==> src/rtl/core/mafi_pkg.sv <==
// ----------------------------------------------------------------------------
// Motion-adaptive field interpolator package
// Shared constants, register map, configuration record and the stage records
// that travel down the five-stage pipeline.
// ----------------------------------------------------------------------------
`default_nettype none

package mafi_pkg;

    localparam int PIXEL_BITS = 16;
    localparam int COEF_SHIFT = 13;

    localparam int PIX_W     = 16;
    localparam int IN_DATA_W = 304;
    localparam int IN_USER_W = 2;
    localparam int ADDR_W    = 5;
    localparam int R_W       = 36;

    localparam logic [1:0] MODE_LINE     = 2'd0;
    localparam logic [1:0] MODE_EDGE_CHK = 2'd1;

    localparam logic [2:0] REG_PEAK      = 3'd0;
    localparam logic [2:0] REG_USE_EXT   = 3'd1;
    localparam logic [2:0] REG_LF_CENTER = 3'd2;
    localparam logic [2:0] REG_LF_OUTER  = 3'd3;
    localparam logic [2:0] REG_HF_CENTER = 3'd4;
    localparam logic [2:0] REG_HF_NEAR   = 3'd5;
    localparam logic [2:0] REG_HF_FAR    = 3'd6;
    localparam logic [2:0] REG_SPATIAL   = 3'd7;

    localparam logic [15:0] RST_PEAK      = 16'd255;
    localparam logic [15:0] RST_LF_CENTER = 16'd4309;
    localparam logic [15:0] RST_LF_OUTER  = 16'd213;
    localparam logic [15:0] RST_HF_CENTER = 16'd5570;
    localparam logic [15:0] RST_HF_NEAR   = 16'd3801;
    localparam logic [15:0] RST_HF_FAR    = 16'd1016;
    localparam logic [31:0] RST_SPATIAL   = 32'd64295893;

    localparam logic signed [17:0] PIX_MAX = 18'((1 << PIXEL_BITS) - 1);

    typedef struct packed {
        logic [15:0] peak;
        logic        use_ext;
        logic [15:0] lf_center;
        logic [15:0] lf_outer;
        logic [15:0] hf_center;
        logic [15:0] hf_near;
        logic [15:0] hf_far;
        logic [15:0] sp_near;
        logic [15:0] sp_far;
    } cfg_t;

    typedef struct packed {
        logic               is_line;
        logic               chk;
        logic [15:0]        d;
        logic [15:0]        td0;
        logic [15:0]        td1;
        logic [15:0]        td2;
        logic signed [16:0] dc;
        logic signed [16:0] de;
        logic signed [16:0] b;
        logic signed [16:0] f;
        logic [15:0]        abs_ce;
        logic [15:0]        edge_avg;
        logic [16:0]        sum_ctr;
        logic [17:0]        sum_near;
        logic [17:0]        sum_far;
        logic [16:0]        sum_c;
        logic [16:0]        sum_c3;
        logic [15:0]        ext;
    } stg1_t;

    typedef struct packed {
        logic        is_line;
        logic        tdz;
        logic        sel_hf;
        logic [15:0] d;
        logic [15:0] diff;
        logic [15:0] edge_avg;
        logic [15:0] ext;
        logic [32:0] p_hfc;
        logic [33:0] p_hfn;
        logic [33:0] p_hff;
        logic [32:0] p_lfc;
        logic [32:0] p_lfo;
        logic [32:0] p_sn;
        logic [32:0] p_sf;
    } stg2_t;

    typedef struct packed {
        logic               is_line;
        logic               tdz;
        logic               sel_hf;
        logic [15:0]        d;
        logic [15:0]        edge_avg;
        logic [15:0]        ext;
        logic signed [35:0] hf;
        logic signed [33:0] lf;
        logic signed [33:0] spat;
        logic signed [17:0] lo_b;
        logic signed [17:0] hi_b;
    } stg3_t;

    typedef struct packed {
        logic                  is_line;
        logic                  tdz;
        logic [15:0]           d;
        logic signed [R_W-1:0] r;
        logic signed [17:0]    lo_b;
        logic signed [17:0]    hi_b;
    } stg4_t;

endpackage

`default_nettype wire

==> src/rtl/core/mafi_combine.sv <==
// ----------------------------------------------------------------------------
// Combine stages
// Sums the products into the blend and the spatial cubic, scales them and
// selects the candidate pixel, over two register stages.
// ----------------------------------------------------------------------------
`default_nettype none

module mafi_combine
    import mafi_pkg::*;
(
    input  logic  clk,
    input  logic  rst_n,
    input  cfg_t  cfg,
    input  logic  in_valid,
    output logic  in_ready,
    input  stg2_t in_stage,
    output logic  out_valid,
    input  logic  out_ready,
    output stg4_t out_stage
);

    logic                  s3_valid_reg;
    logic                  s4_valid_reg;
    logic                  s4_ready;
    stg3_t                 s3_reg;
    stg3_t                 s3_next;
    stg4_t                 s4_reg;
    stg4_t                 s4_next;
    logic signed [36:0]    acc;
    logic signed [R_W-1:0] i1;
    logic signed [R_W-1:0] i2;
    logic signed [R_W-1:0] edge_r;

    assign s4_ready  = !s4_valid_reg || out_ready;
    assign in_ready  = !s3_valid_reg || s4_ready;
    assign out_valid = s4_valid_reg;
    assign out_stage = s4_reg;

    always_comb
    begin
        s3_next.is_line  = in_stage.is_line;
        s3_next.tdz      = in_stage.tdz;
        s3_next.sel_hf   = in_stage.sel_hf;
        s3_next.d        = in_stage.d;
        s3_next.edge_avg = in_stage.edge_avg;
        s3_next.ext      = in_stage.ext;
        s3_next.hf       = $signed({3'b0, in_stage.p_hfc}) - $signed({2'b0, in_stage.p_hfn})
                         + $signed({2'b0, in_stage.p_hff});
        s3_next.lf       = $signed({1'b0, in_stage.p_lfc}) - $signed({1'b0, in_stage.p_lfo});
        s3_next.spat     = $signed({1'b0, in_stage.p_sn}) - $signed({1'b0, in_stage.p_sf});
        s3_next.lo_b     = $signed({2'b0, in_stage.d}) - $signed({2'b0, in_stage.diff});
        s3_next.hi_b     = $signed({2'b0, in_stage.d}) + $signed({2'b0, in_stage.diff});
    end

    always_comb
    begin
        acc    = 37'(s3_reg.hf >>> 2) + 37'(s3_reg.lf);
        i1     = R_W'(acc >>> COEF_SHIFT);
        i2     = cfg.use_ext ? $signed(R_W'({1'b0, s3_reg.ext}))
                             : R_W'(s3_reg.spat >>> COEF_SHIFT);
        edge_r = cfg.use_ext ? $signed(R_W'({1'b0, s3_reg.ext}))
                             : $signed(R_W'({1'b0, s3_reg.edge_avg}));

        s4_next.is_line = s3_reg.is_line;
        s4_next.tdz     = s3_reg.tdz;
        s4_next.d       = s3_reg.d;
        s4_next.r       = s3_reg.is_line ? (s3_reg.sel_hf ? i1 : i2) : edge_r;
        s4_next.lo_b    = s3_reg.lo_b;
        s4_next.hi_b    = s3_reg.hi_b;
    end

    always_ff @(posedge clk or negedge rst_n)
    begin
        if (!rst_n)
        begin
            s3_valid_reg <= 1'b0;
            s4_valid_reg <= 1'b0;
        end
        else
        begin
            if (in_ready)
            begin
                s3_valid_reg <= in_valid;
            end
            if (s4_ready)
            begin
                s4_valid_reg <= s3_valid_reg;
            end
        end
    end

    always_ff @(posedge clk)
    begin
        if (in_ready)
        begin
            s3_reg <= s3_next;
        end
        if (s4_ready)
        begin
            s4_reg <= s4_next;
        end
    end

endmodule

`default_nettype wire

==> config.mk <==
export PLATFORM = sky130hd
export DESIGN_NAME = mafi_combine
export DESIGN_NICKNAME = d
export VERILOG_FILES = /design/src/rtl/core/mafi_pkg.sv /design/src/rtl/core/mafi_combine.sv
export SDC_FILE = /design/constraint.sdc
export NUM_CORES = 1
export LEC_CHECK = 0
export ABC_AREA = 1
export BUFFER_PORTS_ARGS = -buffer_cell sky130_fd_sc_hd__buf_2
export CAP_MARGIN = 20
export CORE_ASPECT_RATIO = 0.6
export CORE_UTILIZATION = 40
export CTS_CLUSTER_DIAMETER = 40
export DETAILED_ROUTE_END_ITERATION = 7
export MAX_ROUTING_LAYER = met4
export PLACE_DENSITY = 0.59
export SYNTH_ARGS = -nofsm -noshare
export SYNTH_HDL_FRONTEND = slang
export SYNTH_SLANG_ARGS = --single-unit
==> constraint.sdc <==
create_clock -name clk -period 16.72 [get_ports clk]
set_clock_uncertainty 0.2 [all_clocks]
set_input_delay 3.344 -clock clk [delete_from_list [all_inputs] [get_ports clk]]
set_output_delay 3.344 -clock clk [all_outputs]
set_load 0.02 [all_outputs]
* Yosys cells after proc, flatten, opt, wreduce, memory -nomap -nowiden
Index checks and enable logic that the tools add are counted.
** Word-level totals
- Bits in registers :: 283
- Input bits :: 433
- Word-level logic and storage cells :: 34
** Cells by class
- Add/subtract/negate cells :: 7
- Multiplexer cells :: 4
- Reduce and logical (&&, ||, !) cells :: 4
** Operators by type and width (count)
- two-way mux 36 bit :: 3
- subtractor 33 x 33 -> 34 bit :: 2
- adder 35 x 35 -> 36 bit :: 1
- adder 34 x 34 -> 35 bit :: 1
- subtractor 33 x 34 -> 35 bit :: 1
- adder 16 x 16 -> 17 bit :: 1
- subtractor 16 x 16 -> 17 bit :: 1
- two-way mux 16 bit :: 1
- logical NOT 1 bit :: 2
- logical OR 1 bit :: 2

* Depth between registers and ports, before layout
Gate-level depths: netlist of run 1.
- Depth in word-level cells :: 3
- Gate-level depth with buffers :: 24
- Mapped depth without buffers :: 24

* Worst setup path before layout of run 1
Ideal clock, no wire load.
- Path type :: in2out
- From :: input out_ready
- To :: output in_ready
- Arrival time :: 7.462 ns
- Setup slack :: 5.714 ns
- Cell stages on the path :: 2
- Buffers on the path :: 0
- Cells stage by stage :: inv_1 -> nand3_1
** Between the ends
- Longest elaborated chain between the ends :: 2
** RTL lines
- start, declared :: RTL line mafi_combine.sv:18 : input logic out_ready,
- logical OR 1 bit :: RTL line mafi_combine.sv:34 : assign s4_ready = !s4_valid_reg || out_ready;
- logical OR 1 bit :: RTL line mafi_combine.sv:35 : assign in_ready = !s3_valid_reg || s4_ready;
- end, declared :: RTL line mafi_combine.sv:15 : output logic in_ready,
Every way passes these cells.

* Final worst setup path of run 1
Ends and elaborated chain as after synthesis.

==> impl_metrics.yaml, run 1 <==
outcome:
  status: "finished clean"
sta:
  period_share_pct: 47.3
  rsz0062_at_grt: "no"
  timing.hold.ws_ns: 0.188
  slew_viol_final: 0
  setup_tns_ns: 0
  finalSetupViolCount: 0
  fin_crit_ns: 7.91
  relSlewSlack_pct: 29.1
  max_slew.worst_pin.slew_ns: 1.06
  fmax_mhz: 126
  setup_slack_ns: 8.81
  final-hold-violation-count: 0
synth:
  yosys.area.top_type: "edfxtp_1"
  synthSimpleGateAreaFrac_pct: 22.3
  synth_top_family_by_area: "simple AND/OR/NAND/NOR gates"
  yosys_warnings: 0
  synthXorXnorAreaFrac_pct: 5.07
  ys_types: 53
  synth_top_area_share_pct: 35.7
  synth_fa_ha_area_share_pct: 12.3
  synth_ff_type: "edfxtp_1"
  ys_seq_area_share_pct: 35.9
  ys_seq_elements: 248
  synth.area.top_cells: "edfxtp_1 (36%), ha_1 (12%), nand2_1 (11%)"
  yosysMostFrequentCell: "nand2_1"
  netlist_area_um2: 20700
  yosys-top-cells-count: "nand2_1 (618), inv_1 (447), nor2_1 (252)"
  syn_nets: 3316
  netlist_instances: 2682
  async_flop_share_pct: 0.806
  synth_mux_area_share_pct: 0
  syn_area_per_cell_um2: 7.72
  synth_edf_count: 246
  synth_compound_area_share_pct: 15.1
pwr:
  max-vdd-ir-drop_mv: 0.0918
  p_leak_nw: 12.1
  power_density_nw_per_um2: 118
  p_total_mw: 2.89
floorplan:
  coreArea_um2: 51000
  die_w_um: 296
  io_pins: 525
  dieHeight_um: 178
  die_area_um2: 52700
  start_util_pct: 40.6
  num_rows: 64
route:
  detail-route-antenna-nets: 0
  drt_iter0_drc: 1590
  routedWlPerCell_um: 18.7
  drc_errors: 0
  dr.pass1.iters: 5
  routed_wirelength_um: 71100
  routed-via-count: 19300
  via_per_inst: 5.10
clock_network:
  cts-buffers-inserted: 30
  htreeDepth: 1
  cts_tree: "yes"
  cts-root-buf: "clkbuf_16"
  cts_resized: 0
  clock_sinks: 248
  path_clk_slew_ns: 0.07
  clk_path_buf_depth: 3
  clock_latency_ns: 0.59
  ctsHoldBuffers: 0
  postCtsSetupRepairBufs: 0
global_routing:
  grt_use_total_pct: 26.9
  grt_pass1_wl_um: 104000
  overflow: 0
  grt_pass1_vias: 17700
  antenna_found_initial: 2
  grt_max_degree: 75
worst_setup_path:
  path_cells: "buf_2 -> inv_1 -> nand3_4 -> buf_2"
  crit_path_end_kind: "output pin"
  critPathKind: "in -> out"
  arrival_ns: 4.37
  slowest_delay_ns: 0.44
  path_common_cell: "buf_2"
  worstSetupStartpointType: "input pin"
  slowest_stage: "nand3_4"
  cp.required_ns: 13.18
  crit_fanout: 38
placed_design:
  pre_cts_ws_ns: 8.76
  hpwl_um: 59900
  placed_cells_incl_taps: 3737
  finalWeightedCongestion: 1.06
  io_buffer_count: 395
  place_area_um2: 23400
finish:
  fin_cells: 3795
  drive_gt1_share_pct: 17.6
  layout.nets: 3710
  largest_reg_flops: 173
  fillerInstances: 5177
  syn2layout_area_growth_pct: 18.1
  final_cell_area_um2: 24500
  post-route-util_pct: 47.9
flow_run:
  maxCapViolations: 0
hold_path:
  worst_hold_path_type: "reg -> reg"
-- layout make-up --
type / count / area (um^2) / share of cell area (%)
multi-input cells: 1941 / 11400 / 46.5
clock buffers: 32 / 768 / 3.14
repair buffers: 401 / 2020 / 8.27
well taps: 693 / 867 / 3.55
flip-flops and latches: 248 / 7440 / 30.4
inverters: 454 / 1700 / 6.97
diodes: 2 / 5.00 / 0.0205
clock inverters: 24 / 284 / 1.16
-- logic make-up (layout without fill, tap and decap cells) --
logic type,count (synthesis),in the layout
simple gates,1105,1105
compound gates,514,514
buf+inv,493,911
flops,248,248
fa+ha+maj,201,201
xor+xnor,120,120
other cells,1,3
-- worst paths after layout --
kind | startpoint | to | slack, ns | cells past startpoint
min in group asynchronous | rst_n | out_valid | 2.32 | 1
worst max register to register | s3_reg[97] | out_stage[70] | 13.44 | 9
worst min-delay path | s3_reg[187] | out_stage[87] | 0.19 | 0
worst min register to register | s3_reg[187] | out_stage[87] | 0.19 | 0
max in group asynchronous | rst_n | s3_valid_reg | 13.91 | 1
worst max-delay path | out_ready | in_ready | 8.81 | 4
-- power breakdown --
group,internal (mW),switching (mW)
logic,0.419,0.879
clock network,0.390,0.286
registers,0.851,0.0693
-- metal layers --
layer | up-vias | GRT usage (%) | wire length, um
li1 | 9703 | - | -
met1 | 9014 | 41.8 | 37400
met2 | 579 | 35.2 | 27000
met3 | 45 | 6.49 | 6010
met4 | 0 | 3.17 | 725
met5 | - | - | 0
-- critical path: cells and delay by family --
kind                   cells  cell delay [ns]
buffers and inverters      3             0.57
AND/OR/NAND/NOR            1             0.44
-- cell usage in the layout, fill, tap and decap left out, types with 18 or more instances in the layout --
cell / n
a21o_1: 41
a21oi_1: 216
a31oi_1: 24
buf_2: 395
clkbuf_16: 30
edfxtp_1: 246
ha_1: 197
inv_1: 447
nand2_1: 617
nand3_1: 121
nand4_1: 26
nor2_1: 251
nor3_1: 27
o21ai_0: 90
o21ai_1: 18
o21bai_1: 22
xnor2_1: 25
xor2_1: 95
Note: power is estimated with default switching activity, not from simulation.
==> run 2: changes to the inputs <==
Clock period 16.72 ns to 7.5 ns, I/O delays scaled along.
==> run 2 against run 1 <==
Sequential cell count unchanged; setup slack worse by 6.7 ns; die area stayed put; via count up 0.34%; power grew 120%; wire length is 1.3% higher; non-clock buffer count is 1 lower; register-to-register slack got worse by 9.3 ns; first-iteration DRC count hardly changed; combinational power grew 120%; critical endpoint is now s3_reg[139]; largest power group unchanged.
==> impl_metrics.yaml, run 2 (same netlist as run 1, synthesis figures left out) <==
sta:
  final-hold-violation-count: 0
  rsz0062_at_grt: "no"
  fin_crit_ns: 5.44
  period_share_pct: 72.6
  finalSetupViolCount: 0
  setup_tns_ns: 0
  max_slew.worst_pin.slew_ns: 1.07
  relSlewSlack_pct: 28.5
  fmax_mhz: 184
  timing.hold.ws_ns: 0.211
  slew_viol_final: 0
  setup_slack_ns: 2.06
pwr:
  pwr-share-comb_pct: 44.9
  max-vdd-ir-drop_mv: 0.138
  p_int_mw: 3.69
  p_total_mw: 6.49
  clkPwrFrac_pct: 23.4
  p_sw_mw: 2.79
  power_frac_seq_pct: 31.7
  p_leak_nw: 12.1
  power_density_nw_per_um2: 265
  swShare_pct: 43.1
hold_path:
  worst_hold_path_type: "reg -> reg"
global_routing:
  grt_pass1_vias: 17700
  antenna_found_initial: 1
  overflow: 0
  grt_max_degree: 132
  grt_pass1_wl_um: 105000
  grt_use_total_pct: 27.4
finish:
  final_common_cell: "nand2_1"
  syn2layout_area_growth_pct: 18.1
  final_cell_area_um2: 24500
  fin_cells: 3795
  final_cell_mix: "nand2_1 (617), inv_1 (447), buf_2 (395)"
  largest_reg_flops: 173
  post-route-util_pct: 48.0
  layout.nets: 3710
  fillerInstances: 5142
  drive_gt1_share_pct: 17.5
floorplan:
  die_w_um: 296
  io_pins: 525
  die_area_um2: 52700
  coreArea_um2: 51000
  dieHeight_um: 178
  start_util_pct: 40.6
  num_rows: 64
clock_network:
  postCtsSetupRepairBufs: 0
  cts-buffers-inserted: 31
  cts-root-buf: "clkbuf_16"
  clock_latency_ns: 0.60
  clock_sinks: 248
  ctsHoldBuffers: 0
  cts_tree: "yes"
  htreeDepth: 1
  path_clk_slew_ns: 0.06
  clk_path_buf_depth: 3
  cts_resized: 0
route:
  drc_errors: 0
  detail-route-antenna-nets: 0
  drt_iter0_drc: 1591
  via_per_inst: 5.11
  routed_wirelength_um: 72000
  routed-via-count: 19400
  routedWlPerCell_um: 19.0
  dr.pass1.iters: 5
worst_setup_path:
  cp.required_ns: 7.60
  worstSetupStartpointType: "input pin"
  crit_path_end_kind: "register"
  path_cells: "buf_2 -> inv_1 -> ha_1 -> a21oi_1 -> o21ai_0 -> a21oi_1 -> a21boi_2 -> nor2_1 -> o21bai_1 -> nand2_1 -> ha_1 -> nand2_1 -> nor2_1 -> inv_1 -> nor3_2 -> nand4_1 -> nand3_1 -> a21oi_1"
  slowest_delay_ns: 0.52
  arrival_ns: 5.55
  crit_fanout: 6
  slowest_stage: "a21boi_2"
  critPathKind: "in -> reg"
  path_common_cell: "a21oi_1"
  critPathTopFamily: "compound AO/OA/AOI/OAI gates"
  path_buf_inv: 3
placed_design:
  pre_cts_ws_ns: 1.70
  placed_cells_incl_taps: 3736
  hpwl_um: 60400
  place_area_um2: 23400
  finalWeightedCongestion: 1.01
  io_buffer_count: 395
outcome:
  status: "finished clean"
flow_run:
  maxCapViolations: 0
[run 2: changes by cell type in the layout (fill, tap and decap cells not counted), sizes merged]
cell and change:
clkbuf +2, inv +1, bufinv -1, diode -1
buf -1
[run 2: cell type report]
| type | count | area (um^2) | area share, % |
|---|---|---|---|
| antenna | 1 | 2.50 | 0.0102 |
| clock buffer | 34 | 787 | 3.22 |
| clock inverter | 24 | 283 | 1.16 |
| inverter | 454 | 1700 | 6.96 |
| multi-input combinational | 1941 | 11400 | 46.4 |
| sequential | 248 | 7440 | 30.4 |
| tap | 693 | 867 | 3.54 |
| timing repair buffer | 400 | 2030 | 8.28 |
[run 2: routing by layer]
layer,vias to the layer above,part of all wire [%],track usage [%]
li1,9702,-,-
met1,9031,53,43.2
met2,619,37,34.9
met3,55,8.6,6.37
met4,0,1.2,3.61
met5,-,0,-
[run 2: power groups by stage]
| stage | registers [mW] | clock network (mW) | logic [mW] |
|---|---|---|---|
| 2_1_floorplan | 2.08 | 0 | 1.86 |
| 3_3_place_gp | 2.07 | 0 | 2.83 |
| 3_5_place_dp | 2.07 | 0 | 2.83 |
| 4_1_cts | 2.05 | 1.55 | 2.86 |
| 5_1_grt | 2.08 | 1.61 | 3.21 |
| 6_report | 2.06 | 1.52 | 2.91 |
[run 2: worst paths after layout]
| path | from | endpoint | slack, ns | cells after the start |
|---|---|---|---|---|
| worst max-delay path | in_stage[182] | s3_reg[139] | 2.06 | 18 |
| worst min-delay path | s3_reg[187] | out_stage[87] | 0.21 | 0 |
| worst max register to register | s3_reg[97] | out_stage[56] | 4.19 | 10 |
| worst min register to register | s3_reg[187] | out_stage[87] | 0.21 | 0 |
| max in group asynchronous | rst_n | out_valid | 6.52 | 1 |
| min in group asynchronous | rst_n | s3_valid_reg | 0.48 | 1 |
[run 2: worst reg2reg max path, stage by stage, from the launching register on]
cell and delay [ns]:
edfxtp_1 0.52, ha_1 0.53, nand2_1 0.14, nor2_1 0.35
nand2_1 0.29, nor2_1 0.22, nand3b_1 0.35, nand3_1 0.21
nand2_1 0.06, nand3_1 0.07, a21oi_1 0.09
==> run 3: changes to the inputs <==
Settings changed: ABC_AREA 1 to 0, PLACE_DENSITY 0.59 to 0.61.
Clock period 7.5 ns to 5.3 ns, I/O delays scaled along.
==> run 3 against run 2 <==
Sequential share of layout area up 4.2 points; critical path type unchanged; cell area down 12%; final cell count down 29%; power up 31%; combinational power up 7%.
==> impl_metrics.yaml, run 3 <==
route:
  detail-route-antenna-nets: 0
  routedWlPerCell_um: 17.0
  drt_iter0_drc: 968
  routed-via-count: 13500
  drc_errors: 0
  routed_wirelength_um: 45600
  via_per_inst: 5.05
  dr.pass1.iters: 6
global_routing:
  grt_max_degree: 109
  grt_use_total_pct: 21.7
  overflow: 0
  antenna_found_initial: 7
  grt_pass1_vias: 13300
  grt_pass1_wl_um: 70800
finish:
  final_cell_mix: "buf_2 (395), edfxtp_1 (246), ha_1 (196)"
  drive_gt1_share_pct: 29.3
  largest_reg_flops: 173
  final_cell_area_um2: 21500
  syn2layout_area_growth_pct: 28.5
  fin_cells: 2677
  fillerInstances: 3687
  final_common_cell: "buf_2"
  layout.nets: 2716
worst_setup_path:
  timing.rr.start: "s3_reg[76]"
  critPathLaunch: "in_stage[171]"
  cp.required_ns: 5.33
  r2r_end: "out_stage[70]"
  worstSetupEndpoint: "s3_reg[138]"
  crit_path_end_kind: "register"
  reg2regPathDepth: 11
  worstSetupStartpointType: "input pin"
  critPathKind: "in -> reg"
  arrival_ns: 5.16
  reg2reg_slack_ns: 1.76
  crit_fanout: 3
clock_network:
  clock_latency_ns: 0.53
  clock_sinks: 248
  cts_tree: "yes"
  path_clk_slew_ns: 0.06
  htreeDepth: 2
  clk_path_buf_depth: 3
  cts-buffers-inserted: 37
  cts-root-buf: "clkbuf_16"
synth:
  synth_edf_count: 246
  yosys-top-cells-count: "edfxtp_1 (246), ha_1 (197), inv_1 (158)"
  syn_nets: 2217
  synth.area.top_cells: "edfxtp_1 (44%), ha_1 (15%), xnor2_1 (5.4%)"
  netlist_instances: 1583
  ys_seq_area_share_pct: 44.4
  ys_seq_elements: 248
  async_flop_share_pct: 0.806
  netlist_area_um2: 16700
  yosys.area.top_type: "edfxtp_1"
  synth_top_area_share_pct: 44.1
  syn_area_per_cell_um2: 10.6
  yosysMostFrequentCell: "edfxtp_1"
  synth_ff_type: "edfxtp_1"
  ys_types: 74
  yosys_warnings: 0
placed_design:
  placed_cells_incl_taps: 2596
  finalWeightedCongestion: 0.940
  io_buffer_count: 395
  place_area_um2: 20000
  hpwl_um: 36300
pwr:
  p_total_mw: 8.50
  power_frac_seq_pct: 33.6
  power_density_nw_per_um2: 395
  pwr-share-comb_pct: 36.4
  max-vdd-ir-drop_mv: 0.209
  p_leak_nw: 9.98
  clkPwrFrac_pct: 30.0
  swShare_pct: 33.6
  p_sw_mw: 2.86
  p_int_mw: 5.65
floorplan:
  num_rows: 57
  start_util_pct: 41.0
  coreArea_um2: 40900
  die_w_um: 266
  die_area_um2: 42700
  io_pins: 525
  dieHeight_um: 161
hold_path:
  worst_hold_path_type: "in -> async"
sta:
  slew_viol_final: 0
  fmax_mhz: 195
  final-hold-violation-count: 0
  max_slew.worst_pin.slew_ns: 0.871
  fin_crit_ns: 5.13
  timing.hold.ws_ns: 0.106
  finalSetupViolCount: 0
  setup_tns_ns: 0
  period_share_pct: 96.8
  relSlewSlack_pct: 41.9
outcome:
  status: "finished clean"
flow_run:
  maxCapViolations: 0
-- run 3: cell count changes after synthesis, moves of 24 or more --
cell	delta
inv_1	-289
xor2_1	-54
o21ai_0	-35
nand3_1	-94
a21oi_1	-98
nor2_1	-167
xnor2_1	+79
nand2_1	-541
nor2b_1	+24
-- run 3: critical path, stage by stage --
cell	delay (ns)
buf_2	0.07
inv_1	0.03
ha_1	0.32
or2_1	0.27
a21oi_1	0.18
a41oi_2	0.07
o22ai_2	0.24
o31ai_4	0.10
a21o_1	0.19
a21o_1	0.18
a21o_1	0.18
a21oi_2	0.14
xnor2_1	0.17
ha_1	0.32
a2111oi_4	0.35
o21ai_1	0.13
a31o_2	0.25
a21oi_2	0.15
a21bo_2	0.17
o21ai_1	0.11
o41ai_2	0.35
xnor2_1	0.11
-- run 3: final cells by class --
class	count	area, um^2	share of cell area, %
multi-input combinational	1138	8690	40.4
tap	560	701	3.26
clock buffer	39	933	4.34
inverter	160	601	2.79
sequential	248	7440	34.6
clock inverter	28	370	1.72
antenna	7	17.5	0.0814
timing repair buffer	497	2780	12.9
-- run 3: worst min path at each step --
stage | end | slack (ns) | cells after the start
after CTS | s3_valid_reg | 0.08 | 1
after global placement | out_stage[33] | 0.20 | 0
after global routing | out_valid | 0.09 | 1
after detailed placement | out_stage[21] | 0.20 | 0
after floorplan | out_stage[10] | 0.20 | 0
final | s3_valid_reg | 0.11 | 1
-- run 3: power by group through the flow --
stage,Combinational (mW),Clock (mW),Sequential (mW)
2_1_floorplan,1.94,0,2.98
3_3_place_gp,2.98,0,2.89
3_5_place_dp,3.02,0,2.90
4_1_cts,3.05,2.60,2.86
5_1_grt,3.43,2.69,2.89
6_report,3.10,2.55,2.86
-- run 3: through the flow --
| stage | worst slack, ns | utilization [%] |
|---|---|---|
| 2_1_floorplan | -1.83 | - |
| 3_3_place_gp | -0.447 | 48.9 |
| 3_5_place_dp | -0.705 | 48.9 |
| 4_1_cts | 0.0328 | 52.2 |
| 5_1_grt | -0.0555 | 52.7 |
| 6_report | 0.171 | 52.7 |
-- run 3: logic make-up after synthesis --
group	share of synthesized area, %
other	0.0224
multiplexers	0.964
buffers and inverters	4.80
AND/OR/NAND/NOR	9.73
AO/OA/AOI/OAI	17.3
XOR/XNOR	7.58
flip-flops	44.4
adder cells (fa/ha/maj)	15.2
-- run 3: per-layer routing --
layer | vias to the layer above | GRT usage (%) | wire length [um]
met5 | - | - | 0
met4 | 0 | 5.62 | 782
met3 | 60 | 3.62 | 2410
met2 | 378 | 32.9 | 20400
met1 | 6268 | 30.0 | 22000
li1 | 6806 | - | -
-- run 3: repair_timing --
action,in CTS,in global routing
hold buffers,0,0
endpoints found under the hold margin,0,0
buffers inserted,0,6
endpoints found under the setup margin,1,9
pin swaps,1,14
resized for setup,3,23
